<file path="src/ptts_pkg.sv">
package ptts_pkg;

  // Fixed field widths of the command and result words.
  localparam int unsigned OpW      = 2;
  localparam int unsigned SlotIdxW = 4;
  localparam int unsigned FieldW   = 16;
  localparam int unsigned MaskW    = 16;

  // Operation codes carried by the command word.
  typedef enum logic [OpW-1:0] {
    OP_TICK     = 2'd0,
    OP_REGISTER = 2'd1,
    OP_ENABLE   = 2'd2,
    OP_DISABLE  = 2'd3
  } op_e;

  // Controller states.
  typedef enum logic {
    ST_IDLE = 1'b0,
    ST_WALK = 1'b1
  } state_e;

  // Status codes of the result word.
  localparam logic STATUS_OK   = 1'b0;
  localparam logic STATUS_FULL = 1'b1;

endpackage

</file>
<file path="src/ptts_ram.sv">
module ptts_ram #(
  parameter int unsigned WIDTH = 33,
  parameter int unsigned DEPTH = 16
) (
  input  logic                                 clk_i,
  input  logic                                 we_i,
  input  logic [(DEPTH > 1 ? $clog2(DEPTH) : 1)-1:0] waddr_i,
  input  logic [WIDTH-1:0]                     wdata_i,
  input  logic                                 re_i,
  input  logic [(DEPTH > 1 ? $clog2(DEPTH) : 1)-1:0] raddr_i,
  output logic [WIDTH-1:0]                     rdata_o
);

  logic [WIDTH-1:0] mem_q [DEPTH];
  logic [WIDTH-1:0] rdata_q;

  always_ff @(posedge clk_i) begin
    if (we_i) begin
      mem_q[waddr_i] <= wdata_i;
    end
    if (re_i) begin
      rdata_q <= mem_q[raddr_i];
    end
  end

  assign rdata_o = rdata_q;

endmodule

</file>
<file path="src/ptts_slot_upd.sv">
module ptts_slot_upd #(
  parameter int unsigned COUNT_WIDTH = 16
) (
  input  logic                   enabled_i,
  input  logic [COUNT_WIDTH:0]   cnt_i,
  input  logic [COUNT_WIDTH-1:0] period_i,
  output logic [COUNT_WIDTH:0]   cnt_o,
  output logic                   fire_o
);

  logic [COUNT_WIDTH:0] cnt_inc;

  // A stored count never exceeds the largest period, so the increment fits.
  assign cnt_inc = cnt_i + (COUNT_WIDTH + 1)'(1);

  always_comb begin
    cnt_o  = cnt_i;
    fire_o = 1'b0;
    if (enabled_i) begin
      if (cnt_inc >= {1'b0, period_i}) begin
        fire_o = 1'b1;
        cnt_o  = '0;
      end else begin
        cnt_o = cnt_inc;
      end
    end
  end

endmodule

</file>
<file path="src/periodic_task_tick_scheduler_unit.sv">
// Periodic task tick scheduler.
//
// Commands enter on start_i with operation_i, slot_index_i, start_offset_i
// and period_i; a word is taken at a rising edge where start_i is high and
// busy_o is low. Every command returns exactly one result word, shown for
// a single cycle with done_o high on fire_mask_o, assigned_slot_o and
// status_o. The receiver cannot stall, so results are never held back.
// Register, enable and disable commands finish without a walk: the result
// appears in the cycle after acceptance and busy_o stays low throughout.
// A tick reads each slot in use from the slot memory one per cycle,
// updates the counter of each enabled slot and writes it back; its result
// follows the last slot in use, and with no slot in use it comes in the
// cycle after acceptance. busy_o is high while the walk runs, and the
// single read port of the slot memory limits the walk to one slot at a time.
// Reset clears the enable bits, the fill count and the controller; the
// slot memory needs no clearing because a slot's entry is only used once its
// registration has written it.
module periodic_task_tick_scheduler_unit #(
  parameter int unsigned NUM_SLOTS   = 16,
  parameter int unsigned COUNT_WIDTH = 16
) (
  input  logic                                clk_i,
  input  logic                                rst_ni,
  input  logic                                start_i,
  output logic                                busy_o,
  input  logic [ptts_pkg::OpW-1:0]            operation_i,
  input  logic [ptts_pkg::SlotIdxW-1:0]       slot_index_i,
  input  logic [ptts_pkg::FieldW-1:0]         start_offset_i,
  input  logic [ptts_pkg::FieldW-1:0]         period_i,
  output logic                                done_o,
  output logic [ptts_pkg::MaskW-1:0]          fire_mask_o,
  output logic [ptts_pkg::SlotIdxW-1:0]       assigned_slot_o,
  output logic                                status_o
);

  localparam int unsigned SlotW  = (NUM_SLOTS > 1) ? $clog2(NUM_SLOTS) : 1;
  localparam int unsigned UsedW  = $clog2(NUM_SLOTS + 1);
  localparam int unsigned CntW   = COUNT_WIDTH + 1;
  localparam int unsigned EntryW = COUNT_WIDTH + CntW;

  ptts_pkg::state_e state_q, state_d;

  logic [NUM_SLOTS-1:0]          en_q, en_d;
  logic [UsedW-1:0]              used_q, used_d;
  logic [SlotW-1:0]              ptr_q, ptr_d;
  logic [ptts_pkg::MaskW-1:0]    acc_q, acc_d;

  logic                          done_q, done_d;
  logic [ptts_pkg::MaskW-1:0]    fire_q, fire_d;
  logic [ptts_pkg::SlotIdxW-1:0] slot_q, slot_d;
  logic                          status_q, status_d;

  // Slot memory port signals. An entry holds {period, counter}.
  logic              ram_we;
  logic [SlotW-1:0]  ram_waddr;
  logic [EntryW-1:0] ram_wdata;
  logic              ram_re;
  logic [SlotW-1:0]  ram_raddr;
  logic [EntryW-1:0] ram_rdata;

  logic [COUNT_WIDTH-1:0] rd_period;
  logic [CntW-1:0]        rd_cnt;
  logic [CntW-1:0]        upd_cnt;
  logic                   upd_fire;
  logic [ptts_pkg::MaskW-1:0] fire_bit;

  assign rd_period = ram_rdata[EntryW-1:CntW];
  assign rd_cnt    = ram_rdata[CntW-1:0];

  ptts_ram #(
    .WIDTH(EntryW),
    .DEPTH(NUM_SLOTS)
  ) u_slot_ram (
    .clk_i  (clk_i),
    .we_i   (ram_we),
    .waddr_i(ram_waddr),
    .wdata_i(ram_wdata),
    .re_i   (ram_re),
    .raddr_i(ram_raddr),
    .rdata_o(ram_rdata)
  );

  ptts_slot_upd #(
    .COUNT_WIDTH(COUNT_WIDTH)
  ) u_slot_upd (
    .enabled_i(en_q[ptr_q]),
    .cnt_i    (rd_cnt),
    .period_i (rd_period),
    .cnt_o    (upd_cnt),
    .fire_o   (upd_fire)
  );

  // Only the first sixteen slots have a place in the fire mask.
  always_comb begin
    fire_bit = '0;
    for (int b = 0; b < ptts_pkg::MaskW; b++) begin
      if (int'(ptr_q) == b) begin
        fire_bit[b] = upd_fire;
      end
    end
  end

  always_comb begin
    state_d  = state_q;
    en_d     = en_q;
    used_d   = used_q;
    ptr_d    = ptr_q;
    acc_d    = acc_q;
    done_d   = 1'b0;
    fire_d   = fire_q;
    slot_d   = slot_q;
    status_d = status_q;

    ram_we    = 1'b0;
    ram_waddr = ptr_q;
    ram_wdata = {rd_period, upd_cnt};
    ram_re    = 1'b0;
    ram_raddr = '0;

    unique case (state_q)
      ptts_pkg::ST_IDLE: begin
        if (start_i) begin
          fire_d   = '0;
          slot_d   = '0;
          status_d = ptts_pkg::STATUS_OK;
          unique case (ptts_pkg::op_e'(operation_i))
            ptts_pkg::OP_TICK: begin
              if (used_q == '0) begin
                done_d = 1'b1;
              end else begin
                // Fetch slot zero; its entry is on the read port next cycle.
                ram_re    = 1'b1;
                ram_raddr = '0;
                ptr_d     = '0;
                acc_d     = '0;
                state_d   = ptts_pkg::ST_WALK;
              end
            end
            ptts_pkg::OP_REGISTER: begin
              done_d = 1'b1;
              if (used_q < UsedW'(NUM_SLOTS)) begin
                ram_we    = 1'b1;
                ram_waddr = used_q[SlotW-1:0];
                ram_wdata = {COUNT_WIDTH'(period_i), CntW'(COUNT_WIDTH'(start_offset_i))};
                en_d[used_q[SlotW-1:0]] = 1'b1;
                slot_d    = ptts_pkg::SlotIdxW'(used_q);
                used_d    = used_q + UsedW'(1);
              end else begin
                status_d = ptts_pkg::STATUS_FULL;
              end
            end
            ptts_pkg::OP_ENABLE, ptts_pkg::OP_DISABLE: begin
              done_d = 1'b1;
              if (int'(slot_index_i) < NUM_SLOTS) begin
                en_d[SlotW'(slot_index_i)] =
                  (ptts_pkg::op_e'(operation_i) == ptts_pkg::OP_ENABLE);
              end
            end
            default: ;
          endcase
        end
      end

      ptts_pkg::ST_WALK: begin
        // Entry of slot ptr_q is on the read port: update and write back,
        // while the next slot is fetched.
        ram_we    = en_q[ptr_q];
        ram_waddr = ptr_q;
        ram_re    = 1'b1;
        ram_raddr = ptr_q + SlotW'(1);
        acc_d     = acc_q | fire_bit;
        if (UsedW'(ptr_q) + UsedW'(1) == used_q) begin
          done_d  = 1'b1;
          fire_d  = acc_q | fire_bit;
          state_d = ptts_pkg::ST_IDLE;
        end else begin
          ptr_d = ptr_q + SlotW'(1);
        end
      end

      default: begin
        state_d = ptts_pkg::ST_IDLE;
      end
    endcase
  end

  always_ff @(posedge clk_i or negedge rst_ni) begin
    if (!rst_ni) begin
      state_q <= ptts_pkg::ST_IDLE;
      en_q    <= '0;
      used_q  <= '0;
      done_q  <= 1'b0;
    end else begin
      state_q <= state_d;
      en_q    <= en_d;
      used_q  <= used_d;
      done_q  <= done_d;
    end
  end

  always_ff @(posedge clk_i) begin
    ptr_q    <= ptr_d;
    acc_q    <= acc_d;
    fire_q   <= fire_d;
    slot_q   <= slot_d;
    status_q <= status_d;
  end

  assign busy_o          = (state_q != ptts_pkg::ST_IDLE);
  assign done_o          = done_q;
  assign fire_mask_o     = fire_q;
  assign assigned_slot_o = slot_q;
  assign status_o        = status_q;

endmodule

</file>
<file path="config.mk">
export PLATFORM = sky130hd
export DESIGN_NAME = periodic_task_tick_scheduler_unit
export DESIGN_NICKNAME = d
export VERILOG_FILES = /design/src/ptts_pkg.sv /design/src/ptts_ram.sv /design/src/ptts_slot_upd.sv /design/src/periodic_task_tick_scheduler_unit.sv
export SDC_FILE = /design/constraint.sdc
export NUM_CORES = 1
export LEC_CHECK = 0
export ABC_AREA = 1
export BUFFER_PORTS_ARGS = -buffer_cell sky130_fd_sc_hd__clkbuf_2
export CAP_MARGIN = 20
export CORE_MARGIN = 2
export CORE_UTILIZATION = 55
export CTS_CLUSTER_SIZE = 8
export DETAILED_ROUTE_END_ITERATION = 16
export PLACE_DENSITY = 0.72
export REMOVE_ABC_BUFFERS = 1
export SLEW_MARGIN = 20
export SYNTH_ARGS = -nofsm -noshare
export SYNTH_HDL_FRONTEND = slang
export SYNTH_SLANG_ARGS = --single-unit
</file>
<file path="constraint.sdc">
create_clock -name clk_i -period 6.9 [get_ports clk_i]
set_input_delay 0.345 -clock clk_i [delete_from_list [all_inputs] [get_ports clk_i]]
set_output_delay 0.345 -clock clk_i [all_outputs]
set_load 0.01 [all_outputs]
</file>
* Yosys cells after proc, flatten, opt, wreduce, memory -nomap -nowiden
Memory sizes are Yosys's and may differ from the RTL's. A register that Yosys moved wholly into a read port is not among the register bits. Cells that the tools add are included.
Word-level totals: bits in writable memories 528, register bits after elaboration 64, memory bits (read-only) 0, memories 1, bits in latches 0
Memories:
- u_slot_ram.mem_q | depth 16, width 33, rd ports 1, clocked after Yosys merged registers in 1, wr ports 1, line ptts_ram.sv:14 | logic [WIDTH-1:0] mem_q [DEPTH];
Operators by class: $lt $le $gt $ge 7, div/mod/pow operators 0, multiply operators 0, shifts and indexed selects 0, bitwise operators 3, equal/unequal tests 25, add/sub/neg operators 4, mux-type cells 68, reduce and logical (&&, ||, !) cells 15
Operators with widths (count):
- 33-bit 2-to-1 mux | 4
- 16-bit 2-to-1 mux | 6
- 16-bit one-hot mux with 2 select lines | 3
- 1-bit 2-to-1 mux | 34
- 17-bit 2-to-1 mux | 2
- 4-bit == test (second input constant) | 8
- 16-bit bitwise OR | 2
- 4-bit 2-to-1 mux | 7
- 4-bit one-hot mux with 2 select lines | 3
- 17-bit by 1-bit adder with 17-bit output (second input constant) | 1
- 17-bit by 16-bit greater-or-equal comparator with 1-bit output | 1
- 16-bit bitwise mux | 1
- 4-bit by 3-bit == test with 1-bit output (second input constant) | 4
- 4-bit by 5-bit less-than comparator with 1-bit output (second input constant) | 3
- 4-bit AND reduction | 3
- 1-bit one-hot mux with 2 select lines | 5
- 1-bit demux with 4-bit select | 2
- 4-bit by 2-bit == test with 1-bit output (second input constant) | 2
- 4-bit by 1-bit greater-or-equal comparator with 1-bit output (second input constant) | 2
- 2-bit inequality test (second input constant) | 4
- 2-bit AND reduction | 3
- 4-bit by 1-bit adder with 5-bit output (second input constant) | 1
- 5-bit by 1-bit adder with 5-bit output (second input constant) | 1
- 5-bit == test | 1
- other kinds (16) | 19

* Depth between registers and ports, before layout
Gate-level depths: netlist of run 1.
depth after elaboration 8, gate-level depth with buffers 21, depth with buffers taken out 20

* Cells and area by module
A second synthesis of run 1 with hierarchy kept.
Second synthesis, totals: cell total of the unflattened synthesis 2903, area total of the unflattened synthesis 28573.7 um^2
Modules (own cells, without submodules):
- ptts_ram | seq. area each 16846.2 um^2, area an instance 23582.6 um^2, times used 1, cells each 2185
- periodic_task_tick_scheduler_unit | seq. area each 1806.7 um^2, area an instance 3812.4 um^2, times used 1, cells each 494
- ptts_slot_upd | seq. area each 0.0 um^2, area an instance 1178.6 um^2, times used 1, cells each 224

* Least setup slack after synthesis of run 1
Ideal clock, no wire load.
path kind reg-to-reg, from register ptr_q[0], to memory u_slot_ram.mem_q[10][0] (enable), period minus slack after synthesis 3.338 ns, slack 3.562 ns, path buffers 2, data arrival time 2.915 ns, cell stages (with the launch flop) 11, required time 6.477 ns, cells stage by stage edfxtp_1 -> buf_2 -> buf_2 -> o21ai_0 -> o21ai_0 -> nand2_1 -> nand2_1 -> nor2_4 -> o21ai_1 -> nand3_1 -> nor2_1
Between the ends: word-level cells in the longest chain between the ends 5, elaborated cells between the ends (all ways) 9, those cells by class mux (9)
RTL lines:
- start, declared | line periodic_task_tick_scheduler_unit.sv:45 | logic [SlotW-1:0] ptr_q, ptr_d;
- start signal, assigned | line periodic_task_tick_scheduler_unit.sv:202 | ptr_q <= ptr_d;
- 1-bit binary-select mux with 4-bit select | line periodic_task_tick_scheduler_unit.sv:167 | ram_we = en_q[ptr_q];
- 1-bit 2-to-1 mux (not written as such) | line periodic_task_tick_scheduler_unit.sv:167
- 1-bit one-hot mux with 2 select lines | line periodic_task_tick_scheduler_unit.sv:120 | unique case (state_q)
- 1-bit 2-to-1 mux | line ptts_ram.sv:18 | if (we_i) begin
- 1-bit 2-to-1 mux (not written as such) | line ptts_ram.sv:19 | mem_q[waddr_i] <= wdata_i;
- end, declared | line ptts_ram.sv:14
Several ways; a longest one is shown, not always the timed one. The select of a mux whose other input is x is not followed.

* Worst setup path after layout of run 1
from register u_slot_ram.rdata_q[0], in the netlist u_slot_ram.rdata_o[0], read port of u_slot_ram.mem_q, to memory u_slot_ram.mem_q[12][14] (data pin)
Between the ends: word-level cells in the longest chain between the ends 8
RTL lines:
- start, declared | line ptts_ram.sv:15 | logic [WIDTH-1:0] rdata_q;
- 17-bit by 1-bit adder with 17-bit output * | line ptts_slot_upd.sv:14 | assign cnt_inc = cnt_i + (COUNT_WIDTH + 1)'(1);
- 17-bit by 16-bit greater-or-equal comparator with 1-bit output | line ptts_slot_upd.sv:20 | if (cnt_inc >= {1'b0, period_i}) begin
- 17-bit 2-to-1 mux * | line ptts_slot_upd.sv:20
- 17-bit 2-to-1 mux * | line ptts_slot_upd.sv:19 | if (enabled_i) begin
- 33-bit 2-to-1 mux | line periodic_task_tick_scheduler_unit.sv:141 | if (used_q < UsedW'(NUM_SLOTS)) begin
- 33-bit 2-to-1 mux | line periodic_task_tick_scheduler_unit.sv:126 | unique case (ptts_pkg::op_e'(operation_i))
- 33-bit 2-to-1 mux | line periodic_task_tick_scheduler_unit.sv:122 | if (start_i) begin
- 33-bit 2-to-1 mux * | line periodic_task_tick_scheduler_unit.sv:120
- via ram_wdata[14] | line periodic_task_tick_scheduler_unit.sv:56 | logic [EntryW-1:0] ram_wdata;
The timed path passes the listed nets; every way through them passes the cells marked *.

==> results of run 1 <==
## critical path, delay by kind of cell (launching register included)
family / cells / cell delay [ns]
compound gates: 2 / 0.92
xor+xnor: 1 / 0.19
fa+ha+maj: 2 / 0.49
buf+inv: 3 / 0.39
flops: 1 / 0.44
simple gates: 12 / 1.57
## flip-flops by register name, indices dropped and copies added, names as in the netlist
| register | flops |
|---|---|
| ptr_q | 4 |
| used_q | 5 |
| fire_mask_o | 16 |
| en_q | 16 |
| u_slot_ram.mem_q | 528 |
| u_slot_ram.rdata_o | 33 |
| done_o | 1 |
| acc_q | 16 |
| assigned_slot_o | 4 |
| busy_o | 1 |
| status_o | 1 |
## area by class of cell
| cell class | instances | area (um2) |
|---|---|---|
| inverters | 120 | 455 |
| well taps | 607 | 759 |
| clock inverters | 8 | 170 |
| multi-input cells | 1261 | 6650 |
| repair buffers | 118 | 1120 |
| flip-flops and latches | 625 | 18700 |
| clock buffers | 100 | 2250 |
| fillers | 3359 | 16600 |
## timing repair
item / 4_1_cts / 5_1_grt
setup buffers: 0 / 0
hold buffers: 1 / 0
gates resized for setup: 0 / 0
setup endpoints to repair: 0 / 0
endpoints found under the hold margin: 23 / 0
## path summary, 6_finish.rpt
kind,from,slack (ns),endpoint,depth (start not counted)
worst max register to register,u_slot_ram.rdata_o[0],2.75,u_slot_ram.mem_q[12][14],20
worst max-delay path,u_slot_ram.rdata_o[0],2.75,u_slot_ram.mem_q[12][14],20
max in group asynchronous,rst_ni,6.20,en_q[8],2
worst min-delay path,period_i[12],0.12,u_slot_ram.mem_q[7][29],3
min in group asynchronous,rst_ni,0.28,used_q[2],2
worst min register to register,en_q[14],0.55,en_q[14],2
## cells by family after synthesis
group / share of synthesized area
DFF: 0.714
buffers and inverters: 0.0384
adders and majority gates: 0.0120
and+or+nand+nor: 0.0934
xor gates and xnor gates: 0.00570
AOI/OAI and AO/OA: 0.136
## where the power goes
part | internal, mW | switching, mW
Combinational | 0.0117 | 0.0235
Clock | 2.29 | 1.54
Sequential | 4.11 | 0
Total | 6.40 | 1.56
## per-layer routing
metal  vias to the layer above  wire length, um  global-route usage
met4                         0             2040               0.114
li1                       7959                -                   -
met5                         -                0                   0
met3                       170             6770              0.0480
met2                      1082            32700               0.445
met1                      8882            27300               0.385
## placed cells by master (no fill, tap or decap), types with 25 or more instances in the layout
master / n
buf_4: 32
clkbuf_2: 63
inv_1: 114
nor2_1: 394
o21ai_0: 286
o221ai_1: 69
a21oi_1: 75
clkbuf_16: 88
nand2_1: 137
edfxtp_1: 602
o211ai_1: 63
nand3_1: 43
ha_1: 25
o22ai_1: 63
## metrics by stage
| step | instance area [um2] | setup slack (ns) | utilization | hold slack [ns] |
|---|---|---|---|---|
| after floorplan | 25600 | -4.79 | - | 0.0494 |
| after global placement | 27000 | 2.60 | 0.580 | 0.384 |
| after detailed placement | 27600 | 2.59 | 0.591 | 0.387 |
| after CTS | 30000 | 2.56 | 0.643 | 0.0849 |
| after global routing | 30000 | 2.39 | 0.644 | 0.135 |
| final | 30000 | 2.75 | 0.644 | 0.119 |
==> results_dict.tcl, run 1 <==
set metrics [dict create \
    clock_latency_ns 0.65 \
    rsz0062_at_grt "no" \
    dp_hpwl_mm 39.9 \
    dr.pass1.iters 6 \
    clock_path_buffers 3 \
    gp_congestion 0.936 \
    cts_max_level 3 \
    yosysTopAreaCellShare 0.692 \
    area_growth_pct 15.1 \
    netlist_instances 2140 \
    maxSlewHeadroom 0.196 \
    drv_cap 0 \
    die_height_um 222 \
    ys_seq_elements 625 \
    ant_nets 0 \
    stdcell_count 2839 \
    drc 0 \
    nets 2280 \
    crit_path_max_incr_delay_ns 0.80 \
    crit_slowest_cell "a21oi_1" \
    status "completed" \
    pwr_density_cell_nw_per_um2 265 \
    drive_gt1_frac 0.116 \
    core.rowCount 79 \
    n_antenna_cell 0 \
    cp.arrival_ns 4.64 \
    antenna_found_initial 0 \
    hp-class "in -> reg" \
    seq_area_frac_synth 0.714 \
    crit_path_start_kind "flop" \
    core_area_um2 46700 \
    cts_buffers 88 \
    path_class "reg -> reg" \
    power.total_mw 7.97 \
    synth_area_leaders "edfxtp_1 69%, nor2_1 5.9%, o21ai_0 5.7%" \
    synthArstFlopShare 0.0368 \
    crit_fanout 17 \
    ys_types 34 \
    netlist_area_um2 26100 \
    cts_tree "done" \
    wl_per_cell_um 24.2 \
    min_period_over_period 0.602 \
    crit_top_cell "nand2_1" \
    slew_violations 0 \
    synth_area_per_cell_um2 12.2 \
    skew_ns 0.0540 \
    clockRootBuffer "clkbuf_16" \
    die-area_um2 49200 \
    crit_chain "ha_1, nand2_1, nor2_4, nand4_2, nor2_2, xor2_1, inv_1, ha_1, nand2_1, inv_1, nand2_1, nor2_1, a21oi_1, nand2_1, nand2_1, nand2_1, nand2_1, nand3_1, a21oi_1, buf_4" \
    vias 18100 \
    fmax_ghz 0.241 \
    boundaryPins 64 \
    grt_pass1_wl_mm 105 \
    synthTopCellsByCount "602 x edfxtp_1, 412 x nor2_1, 299 x o21ai_0" \
    layout_min_cycle_time_ns 4.15 \
    io_buffers 63 \
    dp.cells 2728 \
    finalHoldViolCount 0 \
    finalSetupTns_ns 0 \
    ir_drop_uv 206 \
    grt_pass1_vias 17800 \
    grtUsageTotal 0.279 \
    synth-edff-count 602 \
    clock-sinks 625 \
    dieWidth_um 222 \
    grt-ovfl-total 0 \
    synth_most_common_cell "edfxtp_1" \
    clkTransAtPathRegs_ns 0.05 \
    grt_max_degree 168 \
    initial_core_util 0.560 \
    synth_ff_type "edfxtp_1" \
    worst_slew_pin_slew_ns 1.21 \
    setup_viol 0 \
    crit_required_ns 7.38 \
    routed_wl_mm 68.8 \
    end_kind "flop" \
    p_leak_nw 8.82 \
    synth_warnings 0 \
    yosysTopAreaCell "edfxtp_1" \
    first_iter_violations 2577 \
    viasPerCell 6.37 \
]
No activity file was read; power rests on OpenSTA's default activity.
==> run 2: changes to the inputs <==
==> constraint.sdc (replaced) <==
create_clock -name clk_i -period 4.3 [get_ports clk_i]
set_input_delay 0.215 -clock clk_i [delete_from_list [all_inputs] [get_ports clk_i]]
set_output_delay 0.215 -clock clk_i [all_outputs]
set_load 0.01 [all_outputs]
==> run 2 against run 1 <==
Effect of this change: cell area shrank 0.33%; largest power group unchanged; first-iteration DRC count shrank 8.7%; critical endpoint is now u_slot_ram.mem_q[9][4]; flip-flop and latch count is the same; register-to-register slack lost 2.4 ns; clock skew shrank 0.029 ns; clock power grew 62%; hold slack lost 0.091 ns; die area is the same; non-clock buffer count grew 13; critical path depth shrank 2; sequential power grew 60%; critical path type unchanged; power grew 61%.
==> results_dict.tcl, run 2 (same netlist as run 1, synthesis figures left out) <==
set metrics [dict create \
    crit_top_cell "nand2_1" \
    largest_reg_flops 528 \
    nets 2293 \
    worst_slew_pin_slew_ns 1.15 \
    hp-class "in -> reg" \
    cts_max_level 3 \
    clock_path_buffers 3 \
    routed_wl_mm 69.6 \
    crit_path_start_kind "flop" \
    routed-wl-met2_mm 33.1 \
    area_growth_pct 14.7 \
    grt_pass1_vias 18000 \
    postCtsSetupRepairBufs 0 \
    viasPerCell 6.36 \
    setup_viol 0 \
    highest_layer "met4" \
    crit_path_max_incr_delay_ns 0.88 \
    min_period_over_period 0.919 \
    clock_latency_ns 0.63 \
    r2r_slack_ns 0.35 \
    setup_slack_ns 0.348 \
    fin_area_um2 29900 \
    p_leak_nw 8.83 \
    path_class "reg -> reg" \
    drt-met1-wl_mm 27.1 \
    final_util 0.642 \
    dieWidth_um 222 \
    clockRootBuffer "clkbuf_16" \
    crit_slowest_cell "a21oi_1" \
    die-area_um2 49200 \
    ir_drop_uv 338 \
    crit_fanout 16 \
    dp_hpwl_mm 34.9 \
    drv_cap 0 \
    place_ws_ns 0.471 \
    pwr_density_cell_nw_per_um2 429 \
    skew_ns 0.0254 \
    grt_max_degree 185 \
    layout_commonest_cell "edfxtp_1" \
    status "completed" \
    clkTransAtPathRegs_ns 0.05 \
    grt-ovfl-total 0 \
    cts_buffers 88 \
    crit_required_ns 4.55 \
    grtUsageTotal 0.281 \
    finalHoldViolCount 0 \
    layout_common_cells "602 x edfxtp_1, 394 x nor2_1, 299 x o21ai_0, 137 x nand2_1, 114 x inv_1" \
    wl_per_cell_um 24.3 \
    crit_buf_inv 3 \
    core.rowCount 79 \
    grt_pass1_wl_mm 105 \
    initial_core_util 0.560 \
    antenna_found_initial 0 \
    die_height_um 222 \
    fmax_ghz 0.253 \
    drive_gt1_frac 0.118 \
    boundaryPins 64 \
    cp.arrival_ns 4.20 \
    stdcell_count 2859 \
    ant_nets 0 \
    io_buffers 63 \
    wl_met3_mm 7.12 \
    gp_congestion 0.888 \
    first_iter_violations 2353 \
    rsz0062_at_grt "no" \
    dr.pass1.iters 6 \
    regMostFlops "u_slot_ram.mem_q" \
    crit_chain "ha_1, nand2_1, nor2_4, nand4_2, nor2_2, xor2_1, inv_1, ha_1, nand2_1, inv_1, nand2_1, nor2_1, a31oi_1, nand2_1, nor2_4, buf_4, nand3_1, a21oi_1" \
    path_delay_family "simple AND/OR/NAND/NOR gates" \
    drc 0 \
    vias 18200 \
    clock-sinks 625 \
    maxSlewHeadroom 0.232 \
    slew_violations 0 \
    layout_min_cycle_time_ns 3.95 \
    place_area_um2 27500 \
    n_antenna_cell 0 \
    cts_tree "done" \
    end_kind "flop" \
    dp.cells 2739 \
    finalSetupTns_ns 0 \
    core_area_um2 46700 \
]
run 2: worst min-delay path, stage by stage:
cell      delay (ns)
clkbuf_2        0.10
nor2_1          0.05
nand2_1         0.06
inv_1           0.04
o21ai_0         0.15
run 2: layout make-up:
type | instances | area (um2)
Clock inverter | 4 | 26.3
Inverter | 120 | 453
Clock buffer | 111 | 2400
Timing Repair Buffer | 131 | 1030
Tap cell | 607 | 759
Multi-Input combinational cell | 1261 | 6620
Fill cell | 3419 | 16700
Sequential cell | 625 | 18700
run 2: path summary, 6_finish.rpt:
check | startpoint | to | cells past startpoint
worst max-delay path | u_slot_ram.rdata_o[0] | u_slot_ram.mem_q[9][4] | 18
worst min-delay path | operation_i[0] | done_o | 5
worst max register to register | u_slot_ram.rdata_o[0] | u_slot_ram.mem_q[9][4] | 18
worst min register to register | en_q[9] | en_q[9] | 2
max in group asynchronous | rst_ni | used_q[3] | 2
min in group asynchronous | rst_ni | en_q[8] | 2
run 2: timing repair:
action	4_1_cts	5_1_grt
gates resized for setup	0	2
endpoints found under the hold margin	26	0
hold buffers	3	0
endpoints found under the setup margin	0	17
run 2: layer usage:
metal / track usage / vias up
li1: - / 7991
met1: 0.375 / 8882
met2: 0.459 / 1120
met3: 0.0557 / 179
met4: 0.112 / 0
met5: 0 / -
run 2: through the flow:
step,hold slack [ns],total power [mW]
after floorplan,-0.0806,6.72
after global placement,0.261,6.75
after detailed placement,0.258,6.75
after CTS,0.0187,12.9
after global routing,0.0499,13.2
final,0.0289,12.8
run 2: power breakdown:
group / switching, mW / leakage [nW] / internal [mW]
clock network: 2.37 / 1.19 / 3.83
registers: 0 / 4.10 / 6.59
logic: 0.0331 / 3.55 / 0.0198
==> run 3: changes to the inputs <==
--- a/config.mk
+++ b/config.mk
@@ -9,10 +9,9 @@
 export BUFFER_PORTS_ARGS = -buffer_cell sky130_fd_sc_hd__clkbuf_2
 export CAP_MARGIN = 20
 export CORE_MARGIN = 2
-export CORE_UTILIZATION = 55
+export CORE_UTILIZATION = 25
 export CTS_CLUSTER_SIZE = 8
 export DETAILED_ROUTE_END_ITERATION = 16
-export PLACE_DENSITY = 0.72
 export REMOVE_ABC_BUFFERS = 1
 export SLEW_MARGIN = 20
 export SYNTH_ARGS = -nofsm -noshare
==> constraint.sdc (replaced) <==
create_clock -name clk_i -period 3.5 [get_ports clk_i]
set_input_delay 0.175 -clock clk_i [delete_from_list [all_inputs] [get_ports clk_i]]
set_output_delay 0.175 -clock clk_i [all_outputs]
set_load 0.01 [all_outputs]
==> run 3 against run 2 <==
Effect of this change: power rose by 22%; critical path depth rose by 1; non-clock buffer count increased by 30; first-iteration DRC count is 28% lower; highest routed layer is now met5; worst setup slack lost 0.061 ns.
==> results_dict.tcl, run 3 (same netlist as run 1, synthesis figures left out) <==
set metrics [dict create \
    rsz0062_at_grt "no" \
    crit_chain "ha_1, nand2_1, nor2_4, nand4_2, nor2_2, xor2_2, inv_1, ha_1, nand2_1, inv_1, nand2_1, nor2_1, a31oi_1, nand2_1, nor2_4, buf_4, nand3_1, a21oi_2, clkbuf_4" \
    fin_area_um2 31300 \
    largest_reg_flops 528 \
    dieWidth_um 327 \
    crit_path_max_incr_delay_ns 0.39 \
    cts_tree "done" \
    stdcell_count 3658 \
    clock_latency_ns 0.65 \
    crit_buf_inv 4 \
    min_from "period_i[15]" \
    switching_power_mw 3.08 \
    worst_slew_pin_slew_ns 1.01 \
    clock_path_buffers 3 \
    first_iter_violations 1700 \
    highest_layer "met5" \
    grt_max_degree 145 \
    fmax_ghz 0.311 \
    holdPathEnd "u_slot_ram.mem_q[6][32]" \
    dr.pass1.iters 5 \
    clock-sinks 625 \
    layout_commonest_cell "edfxtp_1" \
    crit_slowest_cell "edfxtp_1" \
    drt-met1-wl_mm 32.4 \
    r2r_slack_ns 0.29 \
    grtUsageTotal 0.133 \
    wl_met3_mm 5.97 \
    power.total_mw 15.7 \
    setup_viol 0 \
    antenna_found_initial 7 \
    rr_endpoint "u_slot_ram.mem_q[2][2]" \
    crit_required_ns 3.98 \
    min_period_over_period 0.918 \
    whs_path_depth 4 \
    drc 0 \
    clockRootBuffer "clkbuf_16" \
    finalSetupTns_ns 0 \
    layout_min_cycle_time_ns 3.21 \
    die-area_um2 107000 \
    slew_violations 0 \
    crit_fanout 8 \
    io_buffers 63 \
    dp_hpwl_mm 38.6 \
    viasPerCell 4.75 \
    path_class "reg -> reg" \
    core.rowCount 118 \
    cts_max_level 3 \
    gp_congestion 0.859 \
    status "completed" \
    die_height_um 327 \
    p_leak_nw 9.00 \
    cp.depth 19 \
    routed_wl_mm 72.4 \
    ant_nets 0 \
    initial_core_util 0.252 \
    dp.cells 3537 \
    pwr-share-comb 0.004 \
    seqPwrFrac 0.515 \
    ir_drop_uv 317 \
    grt_pass1_wl_mm 108 \
    place_area_um2 28700 \
    pwr_density_cell_nw_per_um2 502 \
    wl_per_cell_um 19.8 \
    worstRegToRegCells 19 \
    p_int_mw 12.6 \
    drv_cap 0 \
    path_delay_family "simple AND/OR/NAND/NOR gates" \
    clkTransAtPathRegs_ns 0.05 \
    boundaryPins 64 \
    grt-ovfl-total 0 \
    crit_top_cell "nand2_1" \
    maxSlewHeadroom 0.327 \
    cp.arrival_ns 3.69 \
    clockPowerShare 0.481 \
    vias 17400 \
    crit_path_start_kind "flop" \
    regMostFlops "u_slot_ram.mem_q" \
    grt_pass1_vias 17000 \
    layout_common_cells "602 x edfxtp_1, 394 x nor2_1, 299 x o21ai_0, 137 x nand2_1, 114 x inv_1" \
    r2r_start "u_slot_ram.rdata_o[0]" \
    finalHoldViolCount 0 \
    end_kind "flop" \
    cts_buffers 88 \
    routed-wl-met2_mm 32.5 \
    hp-class "in -> reg" \
    skew_ns 0.0580 \
    area_growth_pct 19.9 \
    switching_share 0.196 \
    core_area_um2 103000 \
    drive_gt1_frac 0.128 \
    nets 2323 \
    holdWs_ns 0.0609 \
]
-- run 3: worst max path at each step --
stage,start,end
final,u_slot_ram.rdata_o[0],u_slot_ram.mem_q[2][2]
after floorplan,ptr_q[0],u_slot_ram.rdata_o[0]
after global placement,u_slot_ram.rdata_o[0],u_slot_ram.mem_q[4][9]
after global routing,u_slot_ram.rdata_o[0],u_slot_ram.mem_q[2][2]
after CTS,u_slot_ram.rdata_o[0],u_slot_ram.mem_q[15][14]
after detailed placement,u_slot_ram.rdata_o[0],u_slot_ram.mem_q[0][14]
-- run 3: worst min-delay path: cells and delay by family --
kind,cells,cell delay [ns]
buf+inv,2,0.28
compound gates,1,0.06
simple gates,1,0.05
-- run 3: power groups by stage --
stage          Sequential (mW)  Combinational [mW]  Clock (mW)
6_report                  8.09              0.0686        7.55
5_1_grt                   8.08              0.0792        8.01
4_1_cts                   8.09              0.0698        7.67
3_5_place_dp              8.23              0.0650           0
3_3_place_gp              8.23              0.0649           0
2_1_floorplan             8.23              0.0197           0
-- run 3: layout make-up --
type,count,area (um2)
Inverter,120,455
Antenna cell,2,5.00
Sequential cell,625,18700
Multi-Input combinational cell,1261,6640
Clock buffer,101,2250
Clock inverter,8,191
Fill cell,10300,72200
Tap cell,1380,1730
Timing Repair Buffer,161,1390
-- run 3: stage by stage --
| step | util | setup slack, ns |
|---|---|---|
| after CTS | 0.302 | 0.191 |
| after floorplan | - | -8.19 |
| after detailed placement | 0.278 | 0.204 |
| after global placement | 0.278 | 0.254 |
| final | 0.303 | 0.287 |
| after global routing | 0.303 | 0.00640 |
-- run 3: repair_timing --
action,in CTS,in global routing
setup endpoints to repair,0,270
resized for setup,0,8
endpoints found under the hold margin,26,2
hold buffers,5,1
setup buffers,0,3
-- run 3: metal layers --
layer  track usage  up-vias
li1              -     8049
met1         0.189     8512
met2         0.204      675
met3        0.0308      112
met4        0.0361       10
met5             0        -
